==> src/hw/rtl/assert_macros.svh <==
// assertion macros used by the output sequencer
`ifndef ASSERT_MACROS_SVH
`define ASSERT_MACROS_SVH
`ifndef NO_ASSERTIONS
// property must hold at every clock edge outside reset
`define ASSERT_PROP(lbl, clk, rst, prop, msg) \
  lbl: assert property (@(posedge clk) disable iff (rst) prop) else $error(msg);
// condition must never be true outside reset
`define ASSERT_NEVER(lbl, clk, rst, cond, msg) \
  lbl: assert property (@(posedge clk) disable iff (rst) !(cond)) else $error(msg);
`else
`define ASSERT_PROP(lbl, clk, rst, prop, msg)
`define ASSERT_NEVER(lbl, clk, rst, cond, msg)
`endif
`endif

==> src/hw/rtl/mtr_pkg.sv <==
// types and constants of the modbus tcp to rtu request converter
package mtr_pkg;

  localparam int COUNT_W = 9;
  localparam int HDR_BYTES = 6;
  localparam int LEN_HI_IDX = 4;
  localparam int LEN_LO_IDX = 5;
  localparam logic [15:0] CRC_INIT = 16'hFFFF;
  localparam logic [15:0] CRC_POLY = 16'hA001;

  localparam logic [1:0] STATUS_OK = 2'd0;
  localparam logic [1:0] STATUS_TOO_MUCH = 2'd1;
  localparam logic [1:0] STATUS_BUF_FULL = 2'd2;

  // what one taken byte turns into
  localparam logic [1:0] KIND_PASS = 2'd0;
  localparam logic [1:0] KIND_DONE = 2'd1;
  localparam logic [1:0] KIND_ERR = 2'd2;

  // output word position within one record
  localparam logic [1:0] PH_DATA = 2'd0;
  localparam logic [1:0] PH_CRC_LO = 2'd1;
  localparam logic [1:0] PH_CRC_HI = 2'd2;

  typedef struct packed {
    logic        valid;
    logic [1:0]  kind;
    logic [7:0]  data;
    logic [15:0] crc;
    logic [1:0]  status;
  } result_t;

endpackage

==> src/hw/rtl/mtr_parser.sv <==
// frame parser: mbap header, length check, crc update
module mtr_parser #(
  parameter int FRAME_BYTES = 260
) (
  input  logic             clk,
  input  logic             rst,
  input  logic [7:0]       data,
  input  logic             take,
  output mtr_pkg::result_t res
);
  import mtr_pkg::*;

  localparam logic [COUNT_W:0] FRAME_LIM = (COUNT_W+1)'(FRAME_BYTES);

  logic [COUNT_W-1:0] count, count_next;
  logic [15:0]        length, length_next;
  logic [15:0]        crc, crc_next;
  logic [COUNT_W:0]   n;
  logic [16:0]        target;
  logic [15:0]        crc_upd;

  function automatic logic [15:0] crc_update(input logic [15:0] c, input logic [7:0] b);
    logic [15:0] r;
    r = c ^ {8'h00, b};
    for (int i = 0; i < 8; i++) begin
      if (r[0]) r = (r >> 1) ^ CRC_POLY;
      else r = r >> 1;
    end
    return r;
  endfunction

  always_comb begin
    n = {1'b0, count} + 1'b1;
    target = {1'b0, length} + 17'(HDR_BYTES);
    crc_upd = crc_update(crc, data);
    count_next = count;
    length_next = length;
    crc_next = crc;
    res = '0;
    res.kind = KIND_PASS;
    res.status = STATUS_OK;
    priority if (count < COUNT_W'(HDR_BYTES)) begin
      if (count == COUNT_W'(LEN_HI_IDX)) length_next = {data, 8'h00};
      else if (count == COUNT_W'(LEN_LO_IDX)) length_next = {length[15:8], data};
      if (n >= FRAME_LIM) begin
        res.valid = 1'b1;
        res.kind = KIND_ERR;
        res.status = STATUS_BUF_FULL;
        count_next = '0;
        length_next = '0;
        crc_next = CRC_INIT;
      end else begin
        count_next = n[COUNT_W-1:0];
      end
    end else if (17'(n) > target) begin
      res.valid = 1'b1;
      res.kind = KIND_ERR;
      res.status = STATUS_TOO_MUCH;
      count_next = '0;
      length_next = '0;
      crc_next = CRC_INIT;
    end else if (17'(n) == target) begin
      res.valid = 1'b1;
      res.kind = KIND_DONE;
      res.data = data;
      res.crc = crc_upd;
      count_next = '0;
      length_next = '0;
      crc_next = CRC_INIT;
    end else if (n >= FRAME_LIM) begin
      res.valid = 1'b1;
      res.kind = KIND_ERR;
      res.status = STATUS_BUF_FULL;
      count_next = '0;
      length_next = '0;
      crc_next = CRC_INIT;
    end else begin
      res.valid = 1'b1;
      res.data = data;
      crc_next = crc_upd;
      count_next = n[COUNT_W-1:0];
    end
  end

  always_ff @(posedge clk) begin
    if (rst) begin
      count <= '0;
      length <= '0;
      crc <= CRC_INIT;
    end else if (take) begin
      count <= count_next;
      length <= length_next;
      crc <= crc_next;
    end
  end

endmodule

==> src/hw/rtl/mtr_out_seq.sv <==
// output sequencer: one or three words per record
`include "assert_macros.svh"
module mtr_out_seq (
  input  logic             clk,
  input  logic             rst,
  input  logic             load,
  input  mtr_pkg::result_t res,
  output logic             ready,
  output logic             out_valid,
  input  logic             out_stall,
  output logic [7:0]       out_byte,
  output logic             frame_end,
  output logic [1:0]       status
);
  import mtr_pkg::*;

  logic        rec_valid;
  logic [1:0]  phase;
  logic [1:0]  kind;
  logic [7:0]  data;
  logic [15:0] crc;
  logic [1:0]  err_status;
  logic        last;
  logic        fire;

  assign last = (kind != KIND_DONE) || (phase == PH_CRC_HI);
  assign fire = rec_valid && !out_stall;
  assign ready = !rec_valid || (last && !out_stall);
  assign out_valid = rec_valid;

  always_comb begin
    unique case (phase)
      PH_DATA: begin
        out_byte = (kind == KIND_ERR) ? 8'h00 : data;
        frame_end = (kind == KIND_ERR);
        status = (kind == KIND_ERR) ? err_status : STATUS_OK;
      end
      PH_CRC_LO: begin
        out_byte = crc[7:0];
        frame_end = 1'b0;
        status = STATUS_OK;
      end
      PH_CRC_HI: begin
        out_byte = crc[15:8];
        frame_end = 1'b1;
        status = STATUS_OK;
      end
      default: begin
        out_byte = 8'h00;
        frame_end = 1'b0;
        status = STATUS_OK;
      end
    endcase
  end

  always_ff @(posedge clk) begin
    if (rst) begin
      rec_valid <= 1'b0;
      phase <= PH_DATA;
    end else if (load) begin
      rec_valid <= 1'b1;
      phase <= PH_DATA;
    end else if (fire) begin
      if (last) begin
        rec_valid <= 1'b0;
        phase <= PH_DATA;
      end else begin
        phase <= phase + 2'd1;
      end
    end
  end

  always_ff @(posedge clk) begin
    if (load) begin
      kind <= res.kind;
      data <= res.data;
      crc <= res.crc;
      err_status <= res.status;
    end
  end

  `ASSERT_NEVER(a_crc_phase_kind, clk, rst, rec_valid && (phase != PH_DATA) && (kind != KIND_DONE),
                "crc phase on a record without crc")
  `ASSERT_NEVER(a_load_overrun, clk, rst, load && rec_valid && !(last && !out_stall),
                "record overwritten before its last word left")
  `ASSERT_PROP(a_crc_hi_follows, clk, rst,
               fire && (phase == PH_CRC_LO) |=> rec_valid && (phase == PH_CRC_HI),
               "crc high word did not follow crc low word")

endmodule

==> src/hw/rtl/modbus_tcp_to_rtu_request_converter.sv <==
// top level of the modbus tcp to rtu request converter
// Takes a Modbus TCP request one byte word per cycle and streams out the RTU
// frame: the six MBAP header bytes are dropped (bytes 4 and 5 give the length),
// the unit id and PDU pass through while a CRC-16/MODBUS runs over them, and
// the CRC follows low byte then high byte, the high byte marked frame_end. A
// zero length gives one error word (status 1), a frame reaching FRAME_BYTES
// gives one error word (status 2); the receiver drops a partial frame on
// error. Rate is one input word per cycle while out_stall is low; a completed
// frame adds its CRC words from the single output sequencer, during which
// input stalls once its input register is full. An input word passes the
// input register, then the sequencer's record register, on its way out.
module modbus_tcp_to_rtu_request_converter #(
  parameter int FRAME_BYTES = 260
) (
  input  logic       clk,
  input  logic       rst,
  input  logic       in_valid,
  output logic       in_stall,
  input  logic [7:0] in_byte,
  output logic       out_valid,
  input  logic       out_stall,
  output logic [7:0] out_byte,
  output logic       frame_end,
  output logic [1:0] status
);
  import mtr_pkg::*;

  // input register
  logic       in_valid_q;
  logic [7:0] in_byte_q;

  result_t res;
  logic    seq_ready;
  logic    take;

  // header words need no output slot, everything else waits for the sequencer
  assign take = in_valid_q && (!res.valid || seq_ready);
  assign in_stall = in_valid_q && !take;

  always_ff @(posedge clk) begin
    if (rst) begin
      in_valid_q <= 1'b0;
    end else if (!in_stall) begin
      in_valid_q <= in_valid;
    end
  end

  always_ff @(posedge clk) begin
    if (!in_stall) begin
      in_byte_q <= in_byte;
    end
  end

  // header parse, length check and crc
  mtr_parser #(
    .FRAME_BYTES(FRAME_BYTES)
  ) u_parser (
    .clk  (clk),
    .rst  (rst),
    .data (in_byte_q),
    .take (take),
    .res  (res)
  );

  // result record, emits data or error word, then crc words on completion
  mtr_out_seq u_out_seq (
    .clk       (clk),
    .rst       (rst),
    .load      (take && res.valid),
    .res       (res),
    .ready     (seq_ready),
    .out_valid (out_valid),
    .out_stall (out_stall),
    .out_byte  (out_byte),
    .frame_end (frame_end),
    .status    (status)
  );

endmodule

==> config.mk <==
export PLATFORM = sky130hd
export DESIGN_NAME = modbus_tcp_to_rtu_request_converter
export DESIGN_NICKNAME = d
export VERILOG_FILES = /design/src/hw/rtl/mtr_pkg.sv /design/src/hw/rtl/mtr_parser.sv /design/src/hw/rtl/mtr_out_seq.sv /design/src/hw/rtl/modbus_tcp_to_rtu_request_converter.sv
export VERILOG_INCLUDE_DIRS = /design/src /design/src/hw/rtl
export SDC_FILE = /design/constraint.sdc
export NUM_CORES = 1
export LEC_CHECK = 0
export BUFFER_PORTS_ARGS = -buffer_cell sky130_fd_sc_hd__buf_2
export CORE_MARGIN = 3
export CORE_UTILIZATION = 50
export DETAILED_ROUTE_END_ITERATION = 7
export GPL_TIMING_DRIVEN = 0
export HOLD_SLACK_MARGIN = 0.15
export PLACE_DENSITY = 0.74
export SLEW_MARGIN = 10
export SYNTH_ARGS = -nofsm -noshare
export SYNTH_HDL_FRONTEND = slang
export SYNTH_SLANG_ARGS = --single-unit
==> constraint.sdc <==
create_clock -name clk -period 3.2 [get_ports clk]
set_input_delay 0.32 -clock clk [delete_from_list [all_inputs] [get_ports clk]]
set_output_delay 0.32 -clock clk [all_outputs]
set_load 0.01 [all_outputs]
After elaboration in Yosys (flattened, before gate mapping)
Cells that the tools add are included.
{"block": "classes", "addsub": 3, "magnitude_cmp": 3, "reduce_logical": 23, "muxes": 42, "eq_ne": 10, "bitwise_logic": 10}
{"operator": "$mux 16", "count": 19}
{"operator": "$mux 9", "count": 4}
{"operator": "$mux 8", "count": 3}
{"operator": "$not 2->3", "count": 8}
{"operator": "$pmux 8 s3", "count": 1}
{"operator": "$eq 9x3->1 const B", "count": 2}
{"operator": "$add 16x3->17 const B", "count": 1}
{"operator": "$eq 10x17->1", "count": 1}
{"operator": "$gt 10x17->1", "count": 1}
{"operator": "$xor 16x8->16", "count": 1}
{"operator": "$mux 2", "count": 7}
{"operator": "$add 9x1->10 const B", "count": 1}
{"operator": "$ge 10x9->1 const B", "count": 1}
{"operator": "$mux 10", "count": 1}
{"operator": "$lt 9x3->1 const B", "count": 1}
{"operator": "$mux 3", "count": 3}
{"operator": "$reduce_and 3->1", "count": 2}
{"operator": "$logic_and 1x1->1", "count": 5}
{"operator": "$eq 2x2->1 const B", "count": 2}
{"operator": "$logic_not 1->1", "count": 4}
{"operator": "$ne 4x4->1 const B", "count": 1}
{"operator": "$reduce_and 2->1", "count": 2}
{"operator": "$reduce_bool 2->1", "count": 2}
{"operator": "$reduce_bool 4->1", "count": 1}
{"operator": "12 further kinds", "count": 17}
{"block": "word_totals", "reg_bits": 81, "word_cells": 103, "inputBits": 12, "out_inout_bits": 13}

Logic depth before layout (Yosys ltp)
Gate-level depths: netlist of run 1.
{"block": "logic_depth", "word_depth": 21, "mapped_depth": 15, "mapped_depth_nobuf": 14}

Modules after synthesis
A second synthesis of run 1 with hierarchy kept.
{"block": "unflattened", "hier_cells": 421, "hier_area_um2": 4325.4}
{"mod": "mtr_parser", "seq_area_each_um2": 820.8, "area_each_um2": 2752.6, "cells_each": 319, "n_inst": 1}
{"mod": "mtr_out_seq", "seq_area_each_um2": 900.9, "area_each_um2": 1257.5, "cells_each": 86, "n_inst": 1}
{"mod": "modbus_tcp_to_rtu_request_converter", "seq_area_each_um2": 260.2, "area_each_um2": 315.3, "cells_each": 16, "n_inst": 1}

Least setup slack after synthesis of run 1
No wires, ideal clock.
{"block": "synth_path", "path_kind": "register -> register", "from": "register u_parser.count[0]", "to": "register u_parser.crc[1]", "setup_time_ns": 0.117, "arrival_time_ns": 3.263, "path_buffers": 0, "setup_slack_ns": -0.179, "path_stages_with_launch": 13, "required_ns": 3.083, "path_cell_list": "dfxtp_1 -> ha_1 -> nand3_1 -> or2_2 -> xnor2_1 -> ha_1 -> and3_1 -> and3_1 -> and4_1 -> nor4b_2 -> o21a_1 -> nand3_1 -> o22a_1"}
{"block": "synth_between", "elab_chain_len": 8, "word_cells_on_any_way": 16, "classes_between": "1 x add/sub; 3 x order compare; 2 x eq/ne; 6 x mux; 4 x reduce/logical"}
{"element": "from (decl)", "line": "mtr_parser.sv:15", "rtl": "logic [COUNT_W-1:0] count, count_next;"}
{"element": "from (signal assigned)", "line": "mtr_parser.sv:91", "rtl": "count <= count_next;"}
{"element": "$add 9x1->10", "line": "mtr_parser.sv:33", "rtl": "n = {1'b0, count} + 1'b1;"}
{"element": "$ge 10x9->1", "line": "mtr_parser.sv:45, mtr_parser.sv:70"}
{"element": "$mux 3", "line": "mtr_parser.sv:45", "rtl": "if (n >= FRAME_LIM) begin"}
{"element": "$mux 3", "line": "mtr_parser.sv:42", "rtl": "priority if (count < COUNT_W'(HDR_BYTES)) begin"}
{"element": "$logic_not 1->1", "line": "modbus_tcp_to_rtu_request_converter.sv:37", "rtl": "assign take = in_valid_q && (!res.valid || seq_ready);"}
{"element": "$logic_or 1x1->1", "line": "modbus_tcp_to_rtu_request_converter.sv:37"}
{"element": "$logic_and 1x1->1", "line": "modbus_tcp_to_rtu_request_converter.sv:37"}
{"element": "$reduce_and 2->1 (no source line)"}
{"element": "to (signal assigned)", "line": "mtr_parser.sv:93", "rtl": "crc <= crc_next;"}
{"element": "to (decl)", "line": "mtr_parser.sv:17", "rtl": "logic [15:0] crc, crc_next;"}
Parallel ways exist; a longest one is shown, timed or not.
A chain may end at the register's enable or synchronous reset.

Final worst setup path of run 1
{"block": "layout_path", "from": "register u_parser.count[0]", "to": "register u_parser.length[4]"}
{"block": "layout_between", "elab_chain_len": 8, "word_cells_on_any_way": 20, "classes_between": "1 x add/sub; 3 x order compare; 4 x eq/ne; 7 x mux; 5 x reduce/logical"}
{"element": "$add 9x1->10", "line": "mtr_parser.sv:33"}
{"element": "$ge 10x9->1", "line": "mtr_parser.sv:45, mtr_parser.sv:70"}
{"element": "$mux 3", "line": "mtr_parser.sv:45"}
{"element": "$mux 3", "line": "mtr_parser.sv:42"}
{"element": "$logic_not 1->1", "line": "modbus_tcp_to_rtu_request_converter.sv:37"}
{"element": "$logic_or 1x1->1", "line": "modbus_tcp_to_rtu_request_converter.sv:37"}
{"element": "$logic_and 1x1->1", "line": "modbus_tcp_to_rtu_request_converter.sv:37"}
{"element": "$reduce_and 3->1 (no source line)"}
{"element": "to (signal assigned)", "line": "mtr_parser.sv:92", "rtl": "length <= length_next;"}
{"element": "to (decl)", "line": "mtr_parser.sv:16", "rtl": "logic [15:0] length, length_next;"}
Parallel ways exist; a longest one is shown, timed or not. The select of a mux whose other input is x is not followed.

==> out/results.txt, run 1 <==
status: finished, final reports clean
largest net degree at the start of global routing: 16
maximum vdd drop: 0.320 mV
total power: 1.90 mW
fraction of layout cells with a size suffix above 1: 25.7%
die area: 0.00940 mm^2
clock net sink count: 81
hold depth: 3
FF-to-FF setup slack: 0.05 ns
r2r endpoint: u_parser.length[4]
CTS root buffer: clkbuf_8
drt total wl: 9.77 mm
critical path class: register to register
area delta synth->final: 20.9%
CP required: 3.49 ns
max cap viols: 0
Tcrit/Tclk final: 98.3%
Seq/Total Area, Yosys: 47.9%
gpl congestion: 0.858
Worst-Skew Late Latency: 0.35 ns
post-route setup TNS: 0 ns
CP peak stage delay: 0.39 ns
ANT nets after route: 0
most repeated library cell on the critical path: and3_4
hold_sp: in_valid
number of global-route vias before repair: 3,136
CTS tree: built
via/cell ratio: 5.69
drt pass-1 iters: 5
post-synth net total: 430
gr ovfl total: 0
sequential cell area: 0.00200 mm^2
Remaining DRCs: 0
average cell area after synthesis: 10.3 um^2
CTS Buf Count: 9
Fin. Hold Viols: 0
RSZ-0062 raised after global routing: true
most frequent cell after synthesis: dfxtp_1
Ys Warns: 0
cells taking the most area after synthesis: edfxtp_1 26%, dfxtp_1 22%, xnor2_1 6.6%
Rel. slew slack: 34.3%
RR Startpoint: u_parser.count[0]
leakage power: 1.87 nW
Fillers: 604
power density cells: 380 mW/mm^2
synthesized area: 0.00413 mm^2
Seq cells post-synth: 81
Crit path buffers/inverters: 1
DR vias: 3,238
Top Family by Delay on Critical Path: simple AND/OR/NAND/NOR gates
post-detail-place hpwl: 6.62 mm
wire length per cell: 17.2 um
CP cell instances: ha_4 -> nand3_4 -> or2_4 -> xnor2_2 -> ha_1 -> and3_4 -> and3_4 -> and4_4 -> nor4b_4 -> buf_4 -> o211ai_1 -> a21oi_4 -> a22o_1
Worst Hold Path EP: in_valid_q
number of synthesized flops with an enable pin: 36
Synth Instances: 400
fin nets: 492
crit end category: register
Multi-input gate area: 0.00220 mm^2
post-synth top area cell: edfxtp_1
area post-placement: 0.00440 mm^2
Synth cell types: 60
crit path max fanout: 8
Core Area: 0.00789 mm^2
Setup-failing EPs final: 0
number of port buffers: 24
Hold WC Path Type: input pin to register
global-route wire length before repair: 15.6 mm
fin crit period: 3.15 ns
ys flop type: dfxtp_1
share of the synthesized area in the top cell type: 26.2%
Slowest cell on crit path: dfxtp_4
reg2reg path depth: 13
Post-synth top cells: 45 x dfxtp_1, 44 x nor2_1, 36 x edfxtp_1
Worst Path Arrival: 3.43 ns
Worst Tran Pin Value: 0.978 ns
site row count: 32
final slew viol count: 0
Synth async-reset ratio: 0%
I/O Pins: 25
Die W: 96.9 um
Clock transition at path regs: 0.09 ns
Total GRT Usage: 20.8%
DRT iter0 DRCs: 170
final instance area: 0.00500 mm^2
Achievable Freq: 318 MHz
CTS max path bufs: 2
Initial Util: 52.4%
Setup Skew: 0.0102 ns
htree depth: 3
crit path launch type: register
antenna cells: 0
initial antenna violation count: 0
chip height: 96.9 um
-- kinds of logic (layout without fill, tap and decap cells) --
| kind of cell | Yosys count | count (layout) | synth area share (%) |
|---|---|---|---|
| simple gates | 135 | 136 | 17.2 |
| compound gates | 94 | 94 | 17.4 |
| flops | 81 | 81 | 47.9 |
| xor+xnor | 37 | 37 | 7.84 |
| buf+inv | 33 | 99 | 3.72 |
| fa+ha+maj | 18 | 18 | 5.45 |
| mux | 2 | 2 | 0.484 |
-- sequential cells by signal, indices dropped and copies added (netlist names) --
signal and flops:
in_byte_q 8, in_valid_q 1, u_out_seq.crc 16, u_out_seq.phase 2, u_parser.crc 16, u_out_seq.out_valid 1, u_parser.length 16, u_out_seq.err_status 2
u_out_seq.kind 2, u_out_seq.data 8, u_parser.count 9
-- worst max path at each step --
stage | start | cells past startpoint | slack [ns] | end
2_1_floorplan | u_parser.count[0] | 12 | 0.02 | u_parser.crc[1]
3_3_place_gp | u_parser.count[0] | 12 | -0.53 | u_parser.crc[4]
3_5_place_dp | u_parser.count[0] | 12 | -0.63 | u_parser.crc[4]
4_1_cts | u_parser.length[1] | 15 | 0.0002 | u_parser.crc[4]
5_1_grt | u_parser.count[0] | 13 | -0.05 | u_parser.length[4]
6_report | u_parser.count[0] | 13 | 0.05 | u_parser.length[4]
-- routing by layer --
| metal | vias to the layer above | share of wire [%] | track usage (%) |
|---|---|---|---|
| li1 | 1570 | - | - |
| met1 | 1541 | 43 | 27.9 |
| met2 | 105 | 48 | 32.3 |
| met3 | 22 | 6.1 | 5.41 |
| met4 | 0 | 2.4 | 7.67 |
| met5 | - | 0 | 0 |
-- worst reg2reg max path: stages (launching register included) --
cell and delay (ns):
dfxtp_4 0.39, ha_4 0.15, nand3_4 0.11, or2_4 0.30, xnor2_2 0.15, ha_1 0.31, and3_4 0.19, and3_4 0.17
and4_4 0.16, nor4b_4 0.30, buf_4 0.19, o211ai_1 0.13, a21oi_4 0.33, a22o_1 0.20
-- through the flow --
step	hold slack, ns	utilization, %	setup slack (ns)	instances
6_report	0.176	63.4	0.0549	569
5_1_grt	0.191	63.4	-0.0459	569
4_1_cts	0.169	60.6	0.000163	554
3_5_place_dp	0.473	55.8	-0.630	526
3_3_place_gp	0.468	55.8	-0.529	526
2_1_floorplan	0.419	-	0.0151	400
-- area by class of cell --
cell class | instances | share of cell area (%)
multi-input combinational | 287 | 43.9
sequential | 81 | 40.0
timing repair buffer | 53 | 7.16
clock buffer | 11 | 2.63
tap | 102 | 2.55
buffer | 11 | 1.53
inverter | 19 | 1.43
clock inverter | 5 | 0.776
-- where the power goes --
part | leakage, nW | total [mW] | internal (mW) | switching, mW
combinational | 1.05 | 0.139 | 0.0607 | 0.0782
sequential | 0.743 | 1.09 | 1.08 | 0.0146
clock | 0.0805 | 0.668 | 0.287 | 0.381
-- placed cells by master, fill, tap and decap left out, types with 3 or more instances in the layout --
| master | instances |
|---|---|
| dfxtp_2 | 8 |
| edfxtp_1 | 36 |
| nand2_1 | 25 |
| clkbuf_8 | 9 |
| and3_1 | 3 |
| buf_4 | 22 |
| nand4_1 | 3 |
| ha_4 | 3 |
| a21oi_1 | 20 |
| nor2_1 | 42 |
| dlygate4sd3_1 | 8 |
| inv_2 | 3 |
| and2_1 | 18 |
| o22a_1 | 5 |
| xor2_1 | 6 |
| and3_4 | 4 |
| clkbuf_1 | 5 |
| inv_1 | 16 |
| dfxtp_1 | 35 |
| buf_2 | 24 |
| nand3_1 | 7 |
| a222oi_1 | 8 |
| xnor2_1 | 27 |
| ha_1 | 15 |
| o21ai_0 | 13 |
| a22o_1 | 12 |
| xnor2_2 | 4 |
| o21ai_1 | 3 |
| buf_6 | 4 |
| nor3_1 | 6 |
-- timing repair --
item	4_1_cts	5_1_grt
buffers inserted	5	16
pin swaps	10	17
hold buffers	8	0
cloned	1	0
endpoints found under the setup margin	79	51
hold endpoints to repair	8	0
resized for setup	25	31
No activity file was read; power rests on OpenSTA's default activity.
==> inputs of run 2 (changes only) <==
ABC_AREA = 1   (was not set)
PLACE_DENSITY = not set   (was 0.74)
PLACE_DENSITY_LB_ADDON = 0.25   (was not set)
==> out/results.txt, run 2 <==
fin crit period: 2.96 ns
ys flop type: dfxtp_1
DRT iter0 DRCs: 222
drt total wl: 10.6 mm
post-synthesis simple-gate area fraction: 31.0%
crit path launch type: register
Ys Warns: 0
Initial Util: 52.5%
CTS Buf Count: 9
Rel. slew slack: 38.8%
hold depth: 3
met2 Track Usage GR: 32.7%
sw power: 788 uW
htree depth: 3
I/O Pins: 25
final slew viol count: 0
adder-cell share of the synthesized area: 4.80%
global-route wire length before repair: 17.6 mm
Post-synth top cells: 149 x nand2_1, 85 x inv_1, 81 x nor2_1
Setup Skew: 0.0105 ns
CP required: 3.44 ns
Tcrit/Tclk final: 92.4%
Clock transition at path regs: 0.08 ns
gpl congestion: 0.876
Crit path buffers/inverters: 2
post-detail-place hpwl: 7.80 mm
GR peak layer: met2
Slowest cell on crit path: dfxtp_1
maximum vdd drop: 0.226 mV
Internal: 1.69 mW
largest family of logic cells by synthesized area: simple AND/OR/NAND/NOR gates
most frequent cell after synthesis: nand2_1
Seq cells post-synth: 81
via/cell ratio: 5.16
proportion of power drawn by combinational gates: 20.9%
CTS tree: built
switching share of power: 31.8%
number of port buffers: 23
biggest regs: u_out_seq.crc (16), u_parser.crc (16), u_parser.length (16)
fraction of layout cells with a size suffix above 1: 13.1%
CP peak stage delay: 0.39 ns
post-synth net total: 645
initial antenna violation count: 0
Hold WC Path Type: input pin to register
site row count: 34
commonest non-fill, non-tap cell in the layout: nand2_1
Synth async-reset ratio: 0%
Core Area: 0.00893 mm^2
Compound-Gate Fraction of Synth Area: 7.28%
status: finished, final reports clean
Worst Tran Pin Value: 0.910 ns
average cell area after synthesis: 7.63 um^2
Die W: 103 um
most frequent cells in the layout: 148 x nand2_1, 84 x inv_1, 79 x nor2_1
post-CTS setup buffers: 0
gr ovfl total: 0
met3 usage: 3.59%
final instance area: 0.00524 mm^2
Worst Path Arrival: 3.20 ns
Synth Instances: 615
Clk network pwr share: 30.6%
Synth cell types: 39
Fillers: 802
Top Family by Delay on Critical Path: simple AND/OR/NAND/NOR gates
chip height: 103 um
worst hold slack: 0.189 ns
clock net sink count: 81
power density cells: 474 mW/mm^2
max cap viols: 0
Synth Area in XOR/XNOR: 5.55%
number of global-route vias before repair: 3,638
synthesized area: 0.00469 mm^2
crit path max fanout: 10
die area: 0.0106 mm^2
number of synthesized flops with an enable pin: 36
cells taking the most area after synthesis: edfxtp_1 23%, dfxtp_1 19%, nand2_1 12%
largest net degree at the start of global routing: 30
reg2reg path depth: 16
drt pass-1 iters: 4
fin nets: 688
critical path class: register to register
GR met1 Demand/Resource: 31.1%
post-synth top area cell: edfxtp_1
area post-placement: 0.00494 mm^2
critical path depth in cells: 16
Total GRT Usage: 21.4%
antenna cells: 0
leakage power: 2.33 nW
sequential share of power: 48.5%
crit end category: register
Remaining DRCs: 0
Worst-Skew Late Latency: 0.36 ns
Fin. Hold Viols: 0
DR vias: 3,976
Setup-failing EPs final: 0
wire length per cell: 13.8 um
RSZ-0062 raised after global routing: true
CTS root buffer: clkbuf_8
area delta synth->final: 11.7%
Seq/Total Area, Yosys: 42.3%
share of the synthesized area in the top cell type: 23.1%
post-synthesis mux area share: 0%
ANT nets after route: 0
CP cell instances: inv_1 -> ha_1 -> nor3_1 -> xor2_1 -> ha_1 -> nand2_1 -> nor2_1 -> and3_1 -> nand2_1 -> nor2_2 -> nand2_2 -> nand3_4 -> nand3_4 -> buf_6 -> nor2_1 -> nor2_1
Achievable Freq: 338 MHz
most repeated library cell on the critical path: nor2_1
CTS max path bufs: 2
==> run 2: cell types whose count changed in the layout (fill, tap and decap cells not counted), sizes merged, moves of 16 or more <==
cell   change
nor2      +44
nand3     +33
and2      -16
buf       -19
nand2    +130
xnor2     -17
inv       +68
==> run 2: area by class of cell <==
| class | instances | area, um^2 | area share, % |
|---|---|---|---|
| well taps | 108 | 135 | 2.58 |
| repair inverters | 1 | 5.00 | 0.0956 |
| clock buffers | 10 | 128 | 2.44 |
| flip-flops and latches | 81 | 1990 | 37.9 |
| inverters | 90 | 342 | 6.52 |
| repair buffers | 31 | 195 | 3.73 |
| multi-input cells | 428 | 2290 | 43.7 |
| plain buffers | 16 | 88.8 | 1.70 |
| clock inverters | 6 | 66.3 | 1.27 |
==> run 2: power groups by stage <==
stage	Clock (mW)	Sequential (mW)	Combinational, mW
after floorplan	0	1.21	0.388
after global placement	0	1.22	0.490
after detailed placement	0	1.23	0.502
after CTS	0.761	1.20	0.514
after global routing	0.822	1.21	0.589
final	0.760	1.20	0.518
==> run 2: worst paths after layout <==
kind	startpoint	end	slack, ns
worst min register to register	u_parser.crc[12]	u_parser.crc[12]	0.47
worst max register to register	u_parser.length[1]	u_parser.length[0]	0.24
worst max-delay path	u_parser.length[1]	u_parser.length[0]	0.24
worst min-delay path	in_valid	in_valid_q	0.19
==> run 2: through the flow <==
stage / worst slack (ns) / TNS [ns] / utilization [%] / std cells / power (mW)
CTS: 0.0459 / 0 / 58.4 / 770 / 2.48
finish: 0.242 / 0 / 58.6 / 771 / 2.48
global route: -0.00833 / -0.00833 / 58.6 / 771 / 2.62
global placement: 0.00966 / 0 / 55.3 / 746 / 1.71
floorplan: 0.543 / 0 / - / 615 / 1.60
detailed placement: -0.0643 / -0.346 / 55.3 / 746 / 1.73
==> run 2: logic make-up (layout without fill, tap and decap cells) <==
group,Yosys count,after routing
AO/OA/AOI/OAI,63,63
adder cells (fa/ha/maj),18,18
XOR/XNOR,28,28
buffers and inverters,106,154
AND/OR/NAND/NOR,319,319
flip-flops,81,81
==> run 2: repair_timing <==
| action | CTS | global route |
|---|---|---|
| resized for setup | 1 | 7 |
| setup endpoints to repair | 11 | 62 |
| endpoints found under the hold margin | 8 | 0 |
| hold buffers | 8 | 0 |
| gates cloned | 0 | 1 |
==> run 2: worst reg2reg max path, delay by kind of cell (launching register included) <==
kind,cells,cell delay (ns)
xor+xnor,1,0.13
buf+inv,2,0.29
flops,1,0.39
simple gates,11,1.46
fa+ha+maj,2,0.58
==> run 2: per-layer routing <==
layer  share of wire, %  vias to the layer above
met3                4.9                       12
li1                   -                     2051
met1                 48                     1815
met5                  0                        -
met2                 46                       98
met4                1.4                        0
